## src/rtl/core/utc_timestamp_to_epoch_seconds_assert.svh

```systemverilog
// assertion macros shared by the timestamp converter modules
`ifndef UTC_TIMESTAMP_TO_EPOCH_SECONDS_ASSERT_SVH
`define UTC_TIMESTAMP_TO_EPOCH_SECONDS_ASSERT_SVH

// same-cycle implication, disabled in reset
`define UTE_ASSERT_NOW(label, clk, rst, ante, cons) \
   label: assert property (@(posedge clk) disable iff (rst) (ante) |-> (cons)) \
      else $error("ute same-cycle check failed");

// next-cycle implication, disabled in reset
`define UTE_ASSERT_NEXT(label, clk, rst, ante, cons) \
   label: assert property (@(posedge clk) disable iff (rst) (ante) |=> (cons)) \
      else $error("ute next-cycle check failed");

`endif

```

## src/rtl/core/ute_pkg.sv

```systemverilog
// shared types, constants and helper functions of the timestamp converter
package ute_pkg;

   localparam int CH_W    = 8;
   localparam int EPOCH_W = 38;
   localparam int YEAR_W  = 14;
   localparam int FIELD_W = 7;
   localparam int POS_W   = 5;

   // string layout
   localparam logic [POS_W-1:0] POS_DASH1  = 5'd4;
   localparam logic [POS_W-1:0] POS_DASH2  = 5'd7;
   localparam logic [POS_W-1:0] POS_T      = 5'd10;
   localparam logic [POS_W-1:0] POS_COLON1 = 5'd13;
   localparam logic [POS_W-1:0] POS_COLON2 = 5'd16;
   localparam logic [POS_W-1:0] POS_Z      = 5'd19;
   localparam logic [POS_W-1:0] STAMP_LEN  = 5'd20;
   localparam logic [POS_W-1:0] POS_HOLD   = 5'd21;

   localparam logic [CH_W-1:0] CHAR_ZERO  = 8'h30;
   localparam logic [CH_W-1:0] CHAR_NINE  = 8'h39;
   localparam logic [CH_W-1:0] CHAR_DASH  = 8'h2D;
   localparam logic [CH_W-1:0] CHAR_T     = 8'h54;
   localparam logic [CH_W-1:0] CHAR_COLON = 8'h3A;
   localparam logic [CH_W-1:0] CHAR_Z     = 8'h5A;

   // range limits
   localparam logic [YEAR_W-1:0]  YEAR_MIN   = 14'd1970;
   localparam logic [YEAR_W-1:0]  YEAR_MAX   = 14'd9999;
   localparam logic [FIELD_W-1:0] MONTH_MAX  = 7'd12;
   localparam logic [FIELD_W-1:0] DAY_MAX    = 7'd31;
   localparam logic [FIELD_W-1:0] HOUR_MAX   = 7'd23;
   localparam logic [FIELD_W-1:0] MINSEC_MAX = 7'd59;
   localparam logic [EPOCH_W-1:0] EPOCH_MAX  = 38'd253402300799;

   // day count arithmetic
   localparam int                 DAYS_W      = 24;
   localparam logic [DAYS_W-1:0]  LEAP_BIAS   = 24'd477;
   localparam logic [8:0]         DAYS_YEAR   = 9'd365;
   // x / 100 == (x * 5243) >> 19 for every 14-bit x
   localparam int                 RECIP_SHIFT = 19;
   localparam logic [12:0]        RECIP_100   = 13'd5243;
   localparam int                 QUOT_W      = 8;
   localparam logic [6:0]         HUNDRED     = 7'd100;

   // queue between parser and converter
   localparam int QUEUE_DEPTH = 2;
   localparam int QIDX_W      = $clog2(QUEUE_DEPTH);
   localparam int QCNT_W      = $clog2(QUEUE_DEPTH + 1);

   typedef struct packed {
      logic [YEAR_W-1:0]  year;
      logic [FIELD_W-1:0] month;
      logic [FIELD_W-1:0] day;
      logic [FIELD_W-1:0] hour;
      logic [FIELD_W-1:0] minute;
      logic [FIELD_W-1:0] second;
      logic               bad;
   } rec_type;

   typedef struct packed {
      logic    valid;
      rec_type rec;
   } qpush_type;

   typedef struct packed {
      logic full;
      logic empty;
   } qstat_type;

   typedef enum logic [7:0] {
      ST_IDLE  = 8'b0000_0001,
      ST_SPLIT = 8'b0000_0010,
      ST_YEAR  = 8'b0000_0100,
      ST_DAYS  = 8'b0000_1000,
      ST_HOUR  = 8'b0001_0000,
      ST_MIN   = 8'b0010_0000,
      ST_SEC   = 8'b0100_0000,
      ST_DONE  = 8'b1000_0000
   } back_state_type;

   // acc * 10 + d, kept to the year width
   function automatic logic [YEAR_W-1:0] push_year(logic [YEAR_W-1:0] acc, logic [3:0] d);
      logic [YEAR_W+2:0] sum;
      sum = {acc, 3'b000} + (YEAR_W+3)'({acc, 1'b0}) + (YEAR_W+3)'(d);
      return sum[YEAR_W-1:0];
   endfunction

   // acc * 10 + d, kept to the field width
   function automatic logic [FIELD_W-1:0] push_field(logic [FIELD_W-1:0] acc, logic [3:0] d);
      logic [FIELD_W+2:0] sum;
      sum = {acc, 3'b000} + (FIELD_W+3)'({acc, 1'b0}) + (FIELD_W+3)'(d);
      return sum[FIELD_W-1:0];
   endfunction

   // days before the first of each month in a common year
   function automatic logic [8:0] month_start(logic [3:0] idx);
      logic [8:0] days;
      case (idx)
         4'd0:    days = 9'd0;
         4'd1:    days = 9'd31;
         4'd2:    days = 9'd59;
         4'd3:    days = 9'd90;
         4'd4:    days = 9'd120;
         4'd5:    days = 9'd151;
         4'd6:    days = 9'd181;
         4'd7:    days = 9'd212;
         4'd8:    days = 9'd243;
         4'd9:    days = 9'd273;
         4'd10:   days = 9'd304;
         4'd11:   days = 9'd334;
         default: days = 9'd0;
      endcase
      return days;
   endfunction

endpackage

```

## src/rtl/core/ute_channels.sv

```systemverilog
// valid/ready channel interfaces for characters in and epoch results out
interface ute_req_if;
   logic                      valid;
   logic                      ready;
   logic [ute_pkg::CH_W-1:0]  ch;
   logic                      last;

   modport source (output valid, output ch, output last, input ready);
   modport sink   (input valid, input ch, input last, output ready);
endinterface

interface ute_rsp_if;
   logic                         valid;
   logic                         ready;
   logic [ute_pkg::EPOCH_W-1:0]  epoch_seconds;
   logic                         ok;

   modport source (output valid, output epoch_seconds, output ok, input ready);
   modport sink   (input valid, input epoch_seconds, input ok, output ready);
endinterface

```

## src/rtl/core/ute_queue.sv

```systemverilog
// two-entry queue of parsed timestamps between parser and converter
`include "utc_timestamp_to_epoch_seconds_assert.svh"

module ute_queue (
   input  logic               clock,
   input  logic               reset,
   input  ute_pkg::qpush_type push,
   input  logic               pop,
   output ute_pkg::qstat_type stat,
   output ute_pkg::rec_type   head
);

   ute_pkg::rec_type                 entry_ff [ute_pkg::QUEUE_DEPTH];
   logic [ute_pkg::QIDX_W-1:0]       wr_ptr_ff, wr_ptr_in;
   logic [ute_pkg::QIDX_W-1:0]       rd_ptr_ff, rd_ptr_in;
   logic [ute_pkg::QCNT_W-1:0]       count_ff, count_in;

   // status and head entry
   assign stat.full  = (count_ff == ute_pkg::QCNT_W'(ute_pkg::QUEUE_DEPTH));
   assign stat.empty = (count_ff == '0);
   assign head       = entry_ff[rd_ptr_ff];

   // pointer and fill count update
   always_comb begin
      wr_ptr_in = wr_ptr_ff;
      rd_ptr_in = rd_ptr_ff;
      count_in  = count_ff;
      if (push.valid) begin
         wr_ptr_in = (wr_ptr_ff == ute_pkg::QIDX_W'(ute_pkg::QUEUE_DEPTH - 1)) ? '0
                                                                           : wr_ptr_ff + 1'b1;
      end
      if (pop) begin
         rd_ptr_in = (rd_ptr_ff == ute_pkg::QIDX_W'(ute_pkg::QUEUE_DEPTH - 1)) ? '0
                                                                           : rd_ptr_ff + 1'b1;
      end
      if (push.valid && !pop) begin
         count_in = count_ff + 1'b1;
      end else if (!push.valid && pop) begin
         count_in = count_ff - 1'b1;
      end
   end

   always_ff @(posedge clock) begin
      if (reset) begin
         wr_ptr_ff <= '0;
         rd_ptr_ff <= '0;
         count_ff  <= '0;
      end else begin
         wr_ptr_ff <= wr_ptr_in;
         rd_ptr_ff <= rd_ptr_in;
         count_ff  <= count_in;
      end
   end

   // entry storage
   always_ff @(posedge clock) begin
      if (push.valid) begin
         entry_ff[wr_ptr_ff] <= push.rec;
      end
   end

   `UTE_ASSERT_NOW(a_count_bound, clock, reset, 1'b1, count_ff <= ute_pkg::QCNT_W'(ute_pkg::QUEUE_DEPTH))
   `UTE_ASSERT_NOW(a_no_overflow, clock, reset, push.valid && stat.full, pop)
   `UTE_ASSERT_NOW(a_no_underflow, clock, reset, pop, !stat.empty)

endmodule

```

## src/rtl/core/ute_front.sv

```systemverilog
// character parser: checks each beat against its position and builds the fields
`include "utc_timestamp_to_epoch_seconds_assert.svh"

module ute_front (
   input  logic               clock,
   input  logic               reset,
   ute_req_if.sink            req_bus,
   input  ute_pkg::qstat_type q_stat,
   output ute_pkg::qpush_type q_push
);

   logic [ute_pkg::POS_W-1:0]   pos_ff, pos_in;
   logic [ute_pkg::YEAR_W-1:0]  year_ff, year_in;
   logic [ute_pkg::FIELD_W-1:0] month_ff, month_in;
   logic [ute_pkg::FIELD_W-1:0] day_ff, day_in;
   logic [ute_pkg::FIELD_W-1:0] hour_ff, hour_in;
   logic [ute_pkg::FIELD_W-1:0] minute_ff, minute_in;
   logic [ute_pkg::FIELD_W-1:0] second_ff, second_in;
   logic                        fmt_err_ff, fmt_err_in;
   logic                        accept;
   logic                        is_digit;
   logic [3:0]                  digit_val;
   logic                        has_sep;
   logic [ute_pkg::CH_W-1:0]    sep_char;

   // take beats whenever the queue has room
   assign req_bus.ready = !q_stat.full;
   assign accept        = req_bus.valid && req_bus.ready;

   assign is_digit  = (req_bus.ch >= ute_pkg::CHAR_ZERO) && (req_bus.ch <= ute_pkg::CHAR_NINE);
   assign digit_val = is_digit ? req_bus.ch[3:0] : 4'd0;

   // separator expected at this position
   always_comb begin
      has_sep  = 1'b0;
      sep_char = '0;
      unique case (pos_ff) inside
         ute_pkg::POS_DASH1, ute_pkg::POS_DASH2: begin
            has_sep  = 1'b1;
            sep_char = ute_pkg::CHAR_DASH;
         end
         ute_pkg::POS_T: begin
            has_sep  = 1'b1;
            sep_char = ute_pkg::CHAR_T;
         end
         ute_pkg::POS_COLON1, ute_pkg::POS_COLON2: begin
            has_sep  = 1'b1;
            sep_char = ute_pkg::CHAR_COLON;
         end
         ute_pkg::POS_Z: begin
            has_sep  = 1'b1;
            sep_char = ute_pkg::CHAR_Z;
         end
         default: begin
            has_sep  = 1'b0;
            sep_char = '0;
         end
      endcase
   end

   // digit accumulation and format check
   always_comb begin
      year_in    = year_ff;
      month_in   = month_ff;
      day_in     = day_ff;
      hour_in    = hour_ff;
      minute_in  = minute_ff;
      second_in  = second_ff;
      fmt_err_in = fmt_err_ff;
      if (pos_ff < ute_pkg::STAMP_LEN) begin
         if (has_sep) begin
            if (req_bus.ch != sep_char) fmt_err_in = 1'b1;
         end else if (!is_digit) begin
            fmt_err_in = 1'b1;
         end else if (pos_ff < ute_pkg::POS_DASH1) begin
            year_in = ute_pkg::push_year(year_ff, digit_val);
         end else if (pos_ff < ute_pkg::POS_DASH2) begin
            month_in = ute_pkg::push_field(month_ff, digit_val);
         end else if (pos_ff < ute_pkg::POS_T) begin
            day_in = ute_pkg::push_field(day_ff, digit_val);
         end else if (pos_ff < ute_pkg::POS_COLON1) begin
            hour_in = ute_pkg::push_field(hour_ff, digit_val);
         end else if (pos_ff < ute_pkg::POS_COLON2) begin
            minute_in = ute_pkg::push_field(minute_ff, digit_val);
         end else begin
            second_in = ute_pkg::push_field(second_ff, digit_val);
         end
      end else begin
         fmt_err_in = 1'b1;
      end
      pos_in = (pos_ff < ute_pkg::POS_HOLD) ? pos_ff + 1'b1 : pos_ff;
   end

   // hand the finished string to the converter on the end beat
   always_comb begin
      q_push.valid      = accept && req_bus.last;
      q_push.rec.year   = year_in;
      q_push.rec.month  = month_in;
      q_push.rec.day    = day_in;
      q_push.rec.hour   = hour_in;
      q_push.rec.minute = minute_in;
      q_push.rec.second = second_in;
      q_push.rec.bad    = fmt_err_in || (pos_in != ute_pkg::STAMP_LEN);
   end

   always_ff @(posedge clock) begin
      if (reset || (accept && req_bus.last)) begin
         pos_ff     <= '0;
         year_ff    <= '0;
         month_ff   <= '0;
         day_ff     <= '0;
         hour_ff    <= '0;
         minute_ff  <= '0;
         second_ff  <= '0;
         fmt_err_ff <= 1'b0;
      end else if (accept) begin
         pos_ff     <= pos_in;
         year_ff    <= year_in;
         month_ff   <= month_in;
         day_ff     <= day_in;
         hour_ff    <= hour_in;
         minute_ff  <= minute_in;
         second_ff  <= second_in;
         fmt_err_ff <= fmt_err_in;
      end
   end

   `UTE_ASSERT_NOW(a_pos_saturates, clock, reset, 1'b1, pos_ff <= ute_pkg::POS_HOLD)
   `UTE_ASSERT_NEXT(a_end_clears, clock, reset, accept && req_bus.last, pos_ff == '0 && !fmt_err_ff)
   `UTE_ASSERT_NOW(a_late_is_error, clock, reset, pos_ff > ute_pkg::STAMP_LEN, fmt_err_ff)

endmodule

```

## src/rtl/core/ute_back.sv

```systemverilog
// converter: range checks a parsed timestamp and works out epoch seconds in steps
`include "utc_timestamp_to_epoch_seconds_assert.svh"

module ute_back (
   input  logic               clock,
   input  logic               reset,
   input  ute_pkg::qstat_type q_stat,
   input  ute_pkg::rec_type   q_head,
   output logic               q_pop,
   ute_rsp_if.source          rsp_bus
);

   ute_pkg::back_state_type        state_ff, state_in;
   ute_pkg::rec_type               rec_ff;
   logic [ute_pkg::QUOT_W-1:0]     qx_ff, qy_ff;
   logic                           range_ok_ff, ok_ff, leap_ff;
   logic [ute_pkg::EPOCH_W-1:0]    acc_ff;
   logic [ute_pkg::EPOCH_W-1:0]    epoch_ff;
   logic                           rsp_ok_ff;

   logic [ute_pkg::YEAR_W-1:0]     year_m1;
   logic [ute_pkg::YEAR_W+12:0]    prod_x, prod_y;
   logic                           range_ok;
   logic [ute_pkg::YEAR_W-1:0]     rem_y;
   logic                           leap;
   logic [ute_pkg::FIELD_W-1:0]    mdays;
   logic [ute_pkg::DAYS_W-1:0]     year_days;
   logic [ute_pkg::DAYS_W-1:0]     day_sum;
   logic [ute_pkg::EPOCH_W-1:0]    hour_sum, min_sum, sec_sum;

   assign q_pop = (state_ff == ute_pkg::ST_IDLE) && !q_stat.empty;

   // quotients by 100 of year and year - 1 through a reciprocal
   assign year_m1 = rec_ff.year - 1'b1;
   assign prod_x  = year_m1 * ute_pkg::RECIP_100;
   assign prod_y  = rec_ff.year * ute_pkg::RECIP_100;

   assign range_ok = !rec_ff.bad
                  && (rec_ff.year >= ute_pkg::YEAR_MIN) && (rec_ff.year <= ute_pkg::YEAR_MAX)
                  && (rec_ff.month != '0) && (rec_ff.month <= ute_pkg::MONTH_MAX)
                  && (rec_ff.day != '0) && (rec_ff.day <= ute_pkg::DAY_MAX)
                  && (rec_ff.hour <= ute_pkg::HOUR_MAX)
                  && (rec_ff.minute <= ute_pkg::MINSEC_MAX)
                  && (rec_ff.second <= ute_pkg::MINSEC_MAX);

   // leap year and month length
   assign rem_y = rec_ff.year
                - (ute_pkg::YEAR_W'(qy_ff) * ute_pkg::YEAR_W'(ute_pkg::HUNDRED));
   assign leap  = (rec_ff.year[1:0] == 2'b00) && ((rem_y != '0) || (qy_ff[1:0] == 2'b00));

   always_comb begin
      unique case (rec_ff.month) inside
         7'd2:                    mdays = leap ? 7'd29 : 7'd28;
         7'd4, 7'd6, 7'd9, 7'd11: mdays = 7'd30;
         default:                 mdays = 7'd31;
      endcase
   end

   // whole days before January 1 of this year
   assign year_days = ute_pkg::DAYS_W'(rec_ff.year - ute_pkg::YEAR_MIN)
                      * ute_pkg::DAYS_W'(ute_pkg::DAYS_YEAR)
                    + ute_pkg::DAYS_W'(year_m1[ute_pkg::YEAR_W-1:2])
                    - ute_pkg::DAYS_W'(qx_ff)
                    + ute_pkg::DAYS_W'(qx_ff[ute_pkg::QUOT_W-1:2])
                    - ute_pkg::LEAP_BIAS;

   // plus days before this date within the year
   assign day_sum = acc_ff[ute_pkg::DAYS_W-1:0]
                  + ute_pkg::DAYS_W'(ute_pkg::month_start(rec_ff.month[3:0] - 4'd1))
                  + ute_pkg::DAYS_W'(rec_ff.day) - 1'b1
                  + ute_pkg::DAYS_W'((rec_ff.month > 7'd2) && leap_ff);

   assign hour_sum = ute_pkg::EPOCH_W'(acc_ff * 5'd24) + ute_pkg::EPOCH_W'(rec_ff.hour);
   assign min_sum  = ute_pkg::EPOCH_W'(acc_ff * 6'd60) + ute_pkg::EPOCH_W'(rec_ff.minute);
   assign sec_sum  = ute_pkg::EPOCH_W'(acc_ff * 6'd60) + ute_pkg::EPOCH_W'(rec_ff.second);

   // step sequencer
   always_comb begin
      state_in = state_ff;
      unique case (state_ff)
         ute_pkg::ST_IDLE:  if (!q_stat.empty) state_in = ute_pkg::ST_SPLIT;
         ute_pkg::ST_SPLIT: state_in = ute_pkg::ST_YEAR;
         ute_pkg::ST_YEAR:  state_in = ute_pkg::ST_DAYS;
         ute_pkg::ST_DAYS:  state_in = ute_pkg::ST_HOUR;
         ute_pkg::ST_HOUR:  state_in = ute_pkg::ST_MIN;
         ute_pkg::ST_MIN:   state_in = ute_pkg::ST_SEC;
         ute_pkg::ST_SEC:   state_in = ute_pkg::ST_DONE;
         ute_pkg::ST_DONE:  if (rsp_bus.ready) state_in = ute_pkg::ST_IDLE;
         default:           state_in = ute_pkg::ST_IDLE;
      endcase
   end

   always_ff @(posedge clock) begin
      if (reset) begin
         state_ff <= ute_pkg::ST_IDLE;
      end else begin
         state_ff <= state_in;
      end
   end

   // datapath registers for each step
   always_ff @(posedge clock) begin
      if (q_pop) begin
         rec_ff <= q_head;
      end
      if (state_ff == ute_pkg::ST_SPLIT) begin
         qx_ff       <= prod_x[ute_pkg::RECIP_SHIFT +: ute_pkg::QUOT_W];
         qy_ff       <= prod_y[ute_pkg::RECIP_SHIFT +: ute_pkg::QUOT_W];
         range_ok_ff <= range_ok;
      end
      if (state_ff == ute_pkg::ST_YEAR) begin
         leap_ff <= leap;
         ok_ff   <= range_ok_ff && (rec_ff.day <= mdays);
         acc_ff  <= ute_pkg::EPOCH_W'(year_days);
      end
      if (state_ff == ute_pkg::ST_DAYS) begin
         acc_ff <= ute_pkg::EPOCH_W'(day_sum);
      end
      if (state_ff == ute_pkg::ST_HOUR) begin
         acc_ff <= hour_sum;
      end
      if (state_ff == ute_pkg::ST_MIN) begin
         acc_ff <= min_sum;
      end
      if (state_ff == ute_pkg::ST_SEC) begin
         epoch_ff  <= ok_ff ? sec_sum : '0;
         rsp_ok_ff <= ok_ff;
      end
   end

   // result beat
   assign rsp_bus.valid         = (state_ff == ute_pkg::ST_DONE);
   assign rsp_bus.epoch_seconds = epoch_ff;
   assign rsp_bus.ok            = rsp_ok_ff;

   `UTE_ASSERT_NOW(a_bad_is_zero, clock, reset, rsp_bus.valid && !rsp_bus.ok, rsp_bus.epoch_seconds == '0)
   `UTE_ASSERT_NOW(a_good_in_range, clock, reset, rsp_bus.valid && rsp_bus.ok, rsp_bus.epoch_seconds <= ute_pkg::EPOCH_MAX)
   `UTE_ASSERT_NEXT(a_done_to_idle, clock, reset, rsp_bus.valid && rsp_bus.ready, state_ff == ute_pkg::ST_IDLE)

endmodule

```

## src/rtl/core/utc_timestamp_to_epoch_seconds.sv

```systemverilog
// Timestamp string to epoch seconds, top level.
// The end-marked string passes through the queue and the converter states SPLIT, YEAR,
// DAYS, HOUR, MIN and SEC; its result beat is then valid in DONE until the receiver takes it.
// Throughput: one character per cycle while the 2-entry queue has room; strings convert in turn.
// Reset (synchronous, active high) empties the queue, idles the converter and clears the parser.
module utc_timestamp_to_epoch_seconds (
   input logic         clock,
   input logic         reset,
   ute_req_if.sink     req_bus,
   ute_rsp_if.source   rsp_bus
);

   ute_pkg::qpush_type q_push;
   ute_pkg::qstat_type q_stat;
   ute_pkg::rec_type   q_head;
   logic               q_pop;

   // parser
   ute_front u_front (
      .clock   (clock),
      .reset   (reset),
      .req_bus (req_bus),
      .q_stat  (q_stat),
      .q_push  (q_push)
   );

   // queue of parsed strings
   ute_queue u_queue (
      .clock (clock),
      .reset (reset),
      .push  (q_push),
      .pop   (q_pop),
      .stat  (q_stat),
      .head  (q_head)
   );

   // converter
   ute_back u_back (
      .clock   (clock),
      .reset   (reset),
      .q_stat  (q_stat),
      .q_head  (q_head),
      .q_pop   (q_pop),
      .rsp_bus (rsp_bus)
   );

endmodule

```

## src/flat_wrapper.sv

```systemverilog
// flat-port wrapper written by rule: the top's interface ports become plain ports
module utc_timestamp_to_epoch_seconds_flat 
  (clock, reset, req_bus_valid, req_bus_ch, req_bus_last, req_bus_ready, rsp_bus_valid, rsp_bus_epoch_seconds, rsp_bus_ok, rsp_bus_ready);
  ute_req_if req_bus_i ();
  ute_rsp_if rsp_bus_i ();
  input logic clock;
  input logic reset;
  input wire logic [$bits(req_bus_i.valid)-1:0] req_bus_valid;
  input wire logic [$bits(req_bus_i.ch)-1:0] req_bus_ch;
  input wire logic [$bits(req_bus_i.last)-1:0] req_bus_last;
  output wire logic [$bits(req_bus_i.ready)-1:0] req_bus_ready;
  output wire logic [$bits(rsp_bus_i.valid)-1:0] rsp_bus_valid;
  output wire logic [$bits(rsp_bus_i.epoch_seconds)-1:0] rsp_bus_epoch_seconds;
  output wire logic [$bits(rsp_bus_i.ok)-1:0] rsp_bus_ok;
  input wire logic [$bits(rsp_bus_i.ready)-1:0] rsp_bus_ready;
  assign req_bus_i.valid = req_bus_valid;
  assign req_bus_i.ch = req_bus_ch;
  assign req_bus_i.last = req_bus_last;
  assign req_bus_ready = req_bus_i.ready;
  assign rsp_bus_valid = rsp_bus_i.valid;
  assign rsp_bus_epoch_seconds = rsp_bus_i.epoch_seconds;
  assign rsp_bus_ok = rsp_bus_i.ok;
  assign rsp_bus_i.ready = rsp_bus_ready;
  utc_timestamp_to_epoch_seconds u_core (.clock(clock), .reset(reset), .req_bus(req_bus_i), .rsp_bus(rsp_bus_i));
endmodule
```

## config.mk

```make
export PLATFORM = sky130hd
export DESIGN_NAME = utc_timestamp_to_epoch_seconds_flat
export DESIGN_NICKNAME = d
export VERILOG_FILES = /design/src/rtl/core/ute_pkg.sv /design/src/rtl/core/ute_channels.sv /design/src/rtl/core/ute_queue.sv /design/src/rtl/core/ute_front.sv /design/src/rtl/core/ute_back.sv /design/src/rtl/core/utc_timestamp_to_epoch_seconds.sv /design/src/flat_wrapper.sv
export VERILOG_INCLUDE_DIRS = /design/src /design/src/rtl/core
export SDC_FILE = /design/constraint.sdc
export NUM_CORES = 2
export LEC_CHECK = 0
export BUFFER_PORTS_ARGS = -buffer_cell sky130_fd_sc_hd__buf_2
export CORE_MARGIN = 1.5
export CORE_UTILIZATION = 25
export DETAILED_ROUTE_END_ITERATION = 8
export PLACE_DENSITY = 0.47
export SLEW_MARGIN = 40
export SYNTH_ARGS = -nofsm -noshare
export SYNTH_HDL_FRONTEND = slang
export SYNTH_HIERARCHICAL = 1
export SYNTH_SLANG_ARGS = --single-unit
```

## constraint.sdc

```tcl
create_clock -name clock -period 11 [get_ports clock]
set_clock_uncertainty 0.15 [all_clocks]
set_input_delay 2.2 -clock clock [delete_from_list [all_inputs] [get_ports clock]]
set_output_delay 2.2 -clock clock [all_outputs]
set_load 0.005 [all_outputs]
```

==> reports/metrics.yaml <==
hold_buffers: 0
cts_buffers: 39
area_delta_synth_final_pct: 10.7
yosysUniqueCellTypes: 90
max_cap_violations: 0
critPathRequiredTime_ps: 11180
final_common_cell: "ha_1"
antenna_found_initial: 0
port_buffers: 53
yosysTopAreaCell: "edfxtp_1"
grt_pass1_vias: 25864
die_y_um: 384
hp-class: "flip-flop to flip-flop"
maxSlewViolCount: 0
vias: 25406
synth_edf_count: 244
clk_transition_reported_paths_ps: 60
rsz0062_at_grt: "no"
cts-htree-levels: 2
core_region_area_um2: 144000
syn_inst: 3645
grt_start_max_net_pins: 52
syn_area_per_cell_um2: 9.96
outcome: "complete, no violations"
initial_core_util: 0.252
synthArstFlopShare: 0
syn_area_um2: 36300
routedWlPerCell_um: 15.7
fin_nets: 4569
worstMarginPinSlew_ps: 847
place_hpwl_um: 72300
finalHoldViolations: 0
via_per_inst: 4.52
cts-root-buf: "clkbuf_16"
rows: 139
ctsResizeCount: 0
placed_cells: 5546
cp_max_fo: 8
grt_overflow_total: 0
dieArea_um2: 147000
clk-insertion-delay-late_ps: 580
synth_nets: 4530
placed_area_um2: 38900
drt_iter0_drc: 1189
final_area_um2: 40200
yosysSeqAreaShare: 0.239
drtPass1Iterations: 5
die_width_um: 384
drive_gt1_frac: 0.0762
path_class: "flip-flop to flip-flop"
final_cells: 5619
cts_sinks: 312
slew_headroom: 0.432
cp-start-kind: "flip-flop"
tns_ps: 0
period_share: 0.726
ys_top_cells_by_area: "edfxtp_1, ha_1, fa_1"
routed_wl_um: 88500
io_pins: 54
layout_common_cells: "ha_1, inv_1, fa_1"
ys.flop_type: "edfxtp_1"
setup_violations: 0
holdWs_ps: 329
drc: 0
clock.fmax_mhz: 125
gp_congestion: 0.863
ys_ff_latch: 312
cp.arrival_ps: 8160
cp-end-kind: "flip-flop"
clockBufferDepth: 3
ant_nets: 0
synth.top_cell.area_share: 0.202
grt_pass1_wl_um: 144000
period_needed_ps: 7980
cts_tree: "yes"
post_cts_buffers: 0
yosysWarnings: 6
grtUsageTotal: 0.121
==> cells in the mapped netlist (5+ instances only) <==
cell / number
ha_1: 569
inv_1: 550
fa_1: 303
edfxtp_1: 244
nor2_1: 210
a21oi_1: 190
xnor2_1: 190
nand2_1: 171
o21ai_0: 133
xor2_1: 94
mux2_2: 86
a21o_1: 75
dfxtp_1: 68
nor3_1: 64
clkbuf_1: 53
nand3_1: 51
a211oi_1: 33
mux2i_1: 32
nor2b_1: 32
o21a_1: 32
nand4_1: 31
and2_1: 30
o211ai_1: 29
and3_1: 26
nor4_1: 26
o22ai_1: 22
nand2b_1: 21
a31oi_1: 19
o21bai_1: 16
or3_1: 16
or2_2: 14
a211o_1: 13
buf_2: 13
nor3b_1: 11
a2111oi_0: 10
nand3b_1: 10
o31ai_1: 10
a21boi_0: 9
o2111ai_1: 8
a31o_2: 7
and4_1: 7
or4_1: 7
a221oi_1: 6
a41oi_1: 6
nor4b_1: 5
==> sequential cells by signal (all words and copies together), names as in the netlist, 2 cells and up, named ones only <==
name / flops
u_core/u_front/month_ff: 7
u_core/u_queue/count_ff: 2
u_core/u_front/pos_ff: 5
u_core/u_back/state_ff: 8
u_core/u_back/rsp_bus.epoch_seconds: 38
u_core/u_front/hour_ff: 7
u_core/u_front/year_ff: 14
u_core/u_back/qx_ff: 8
u_core/u_back/acc_ff: 36
u_core/u_back/rec_ff: 50
u_core/u_front/minute_ff: 7
u_core/u_front/second_ff: 7
u_core/u_front/day_ff: 7
u_core/u_back/qy_ff: 8
u_core/u_queue/entry_ff: 100
==> worst paths after layout <==
path	depth (start not counted)	to	slack, ps	start
max	25	u_core/u_back/acc_ff[16]$_DFFE_PP_	3020	u_core/u_back/rec_ff[38]$_DFFE_PP_
min	2	u_core/u_front/second_ff[6]$_SDFFE_PP0P_	330	u_core/u_front/second_ff[6]$_SDFFE_PP0P_
max reg2reg	25	u_core/u_back/acc_ff[16]$_DFFE_PP_	3020	u_core/u_back/rec_ff[38]$_DFFE_PP_
min reg2reg	2	u_core/u_front/second_ff[6]$_SDFFE_PP0P_	330	u_core/u_front/second_ff[6]$_SDFFE_PP0P_
==> stage by stage <==
stage	setup slack, ps	utilization
floorplan	3960	-
global placement	2990	0.270
detailed placement	2930	0.270
CTS	2930	0.279
global route	2390	0.279
finish	3020	0.279
==> cells by family (layout without fill, tap and decap cells) <==
family / count (synthesis) / count (layout) / share of synthesized area
flops: 312 / 312 / 0.239
compound gates: 668 / 668 / 0.119
buf+inv: 622 / 691 / 0.0652
simple gates: 764 / 764 / 0.107
fa+ha+maj: 872 / 872 / 0.363
mux: 122 / 122 / 0.0367
xor+xnor: 285 / 285 / 0.0692
other cells: 0 / 2 / 0
==> routing by layer <==
layer	wire length (um)	track usage	vias to the layer above
li1	-	-	12729
met1	44700	0.174	12317
met2	39400	0.194	270
met3	2400	0.0132	90
met4	1990	0.0295	0
met5	0	0	-
==> layout make-up <==
cell class | instances | area, um2
clock inverters | 23 | 231
repair buffers | 70 | 393
diodes | 2 | 5.00
fillers | 15146 | 104000
flip-flops and latches | 312 | 8690
well taps | 1903 | 2380
multi-input cells | 2711 | 25400
clock buffers | 48 | 1060
inverters | 550 | 2060
==> critical path, cell delays in order, from the launching register on <==
cell and delay [ps]:
edfxtp_1 560, inv_1 350, ha_1 290, nand2_1 120, a21boi_0 510, nand3_1 230, xnor2_1 640, ha_1 360
ha_1 280, inv_1 60, fa_1 490, inv_1 50, fa_1 460, fa_1 490, ha_1 300, ha_1 360
o21a_1 210, o21a_1 180, a2111oi_1 590, nor3_1 160, o31a_1 300, nor2_1 110, xor2_1 160, o21ai_0 80
o21ai_0 150, o21ai_0 90
Power is not shown: default switching activity piles up to over one toggle a cycle in this logic, so the estimate is an artifact.
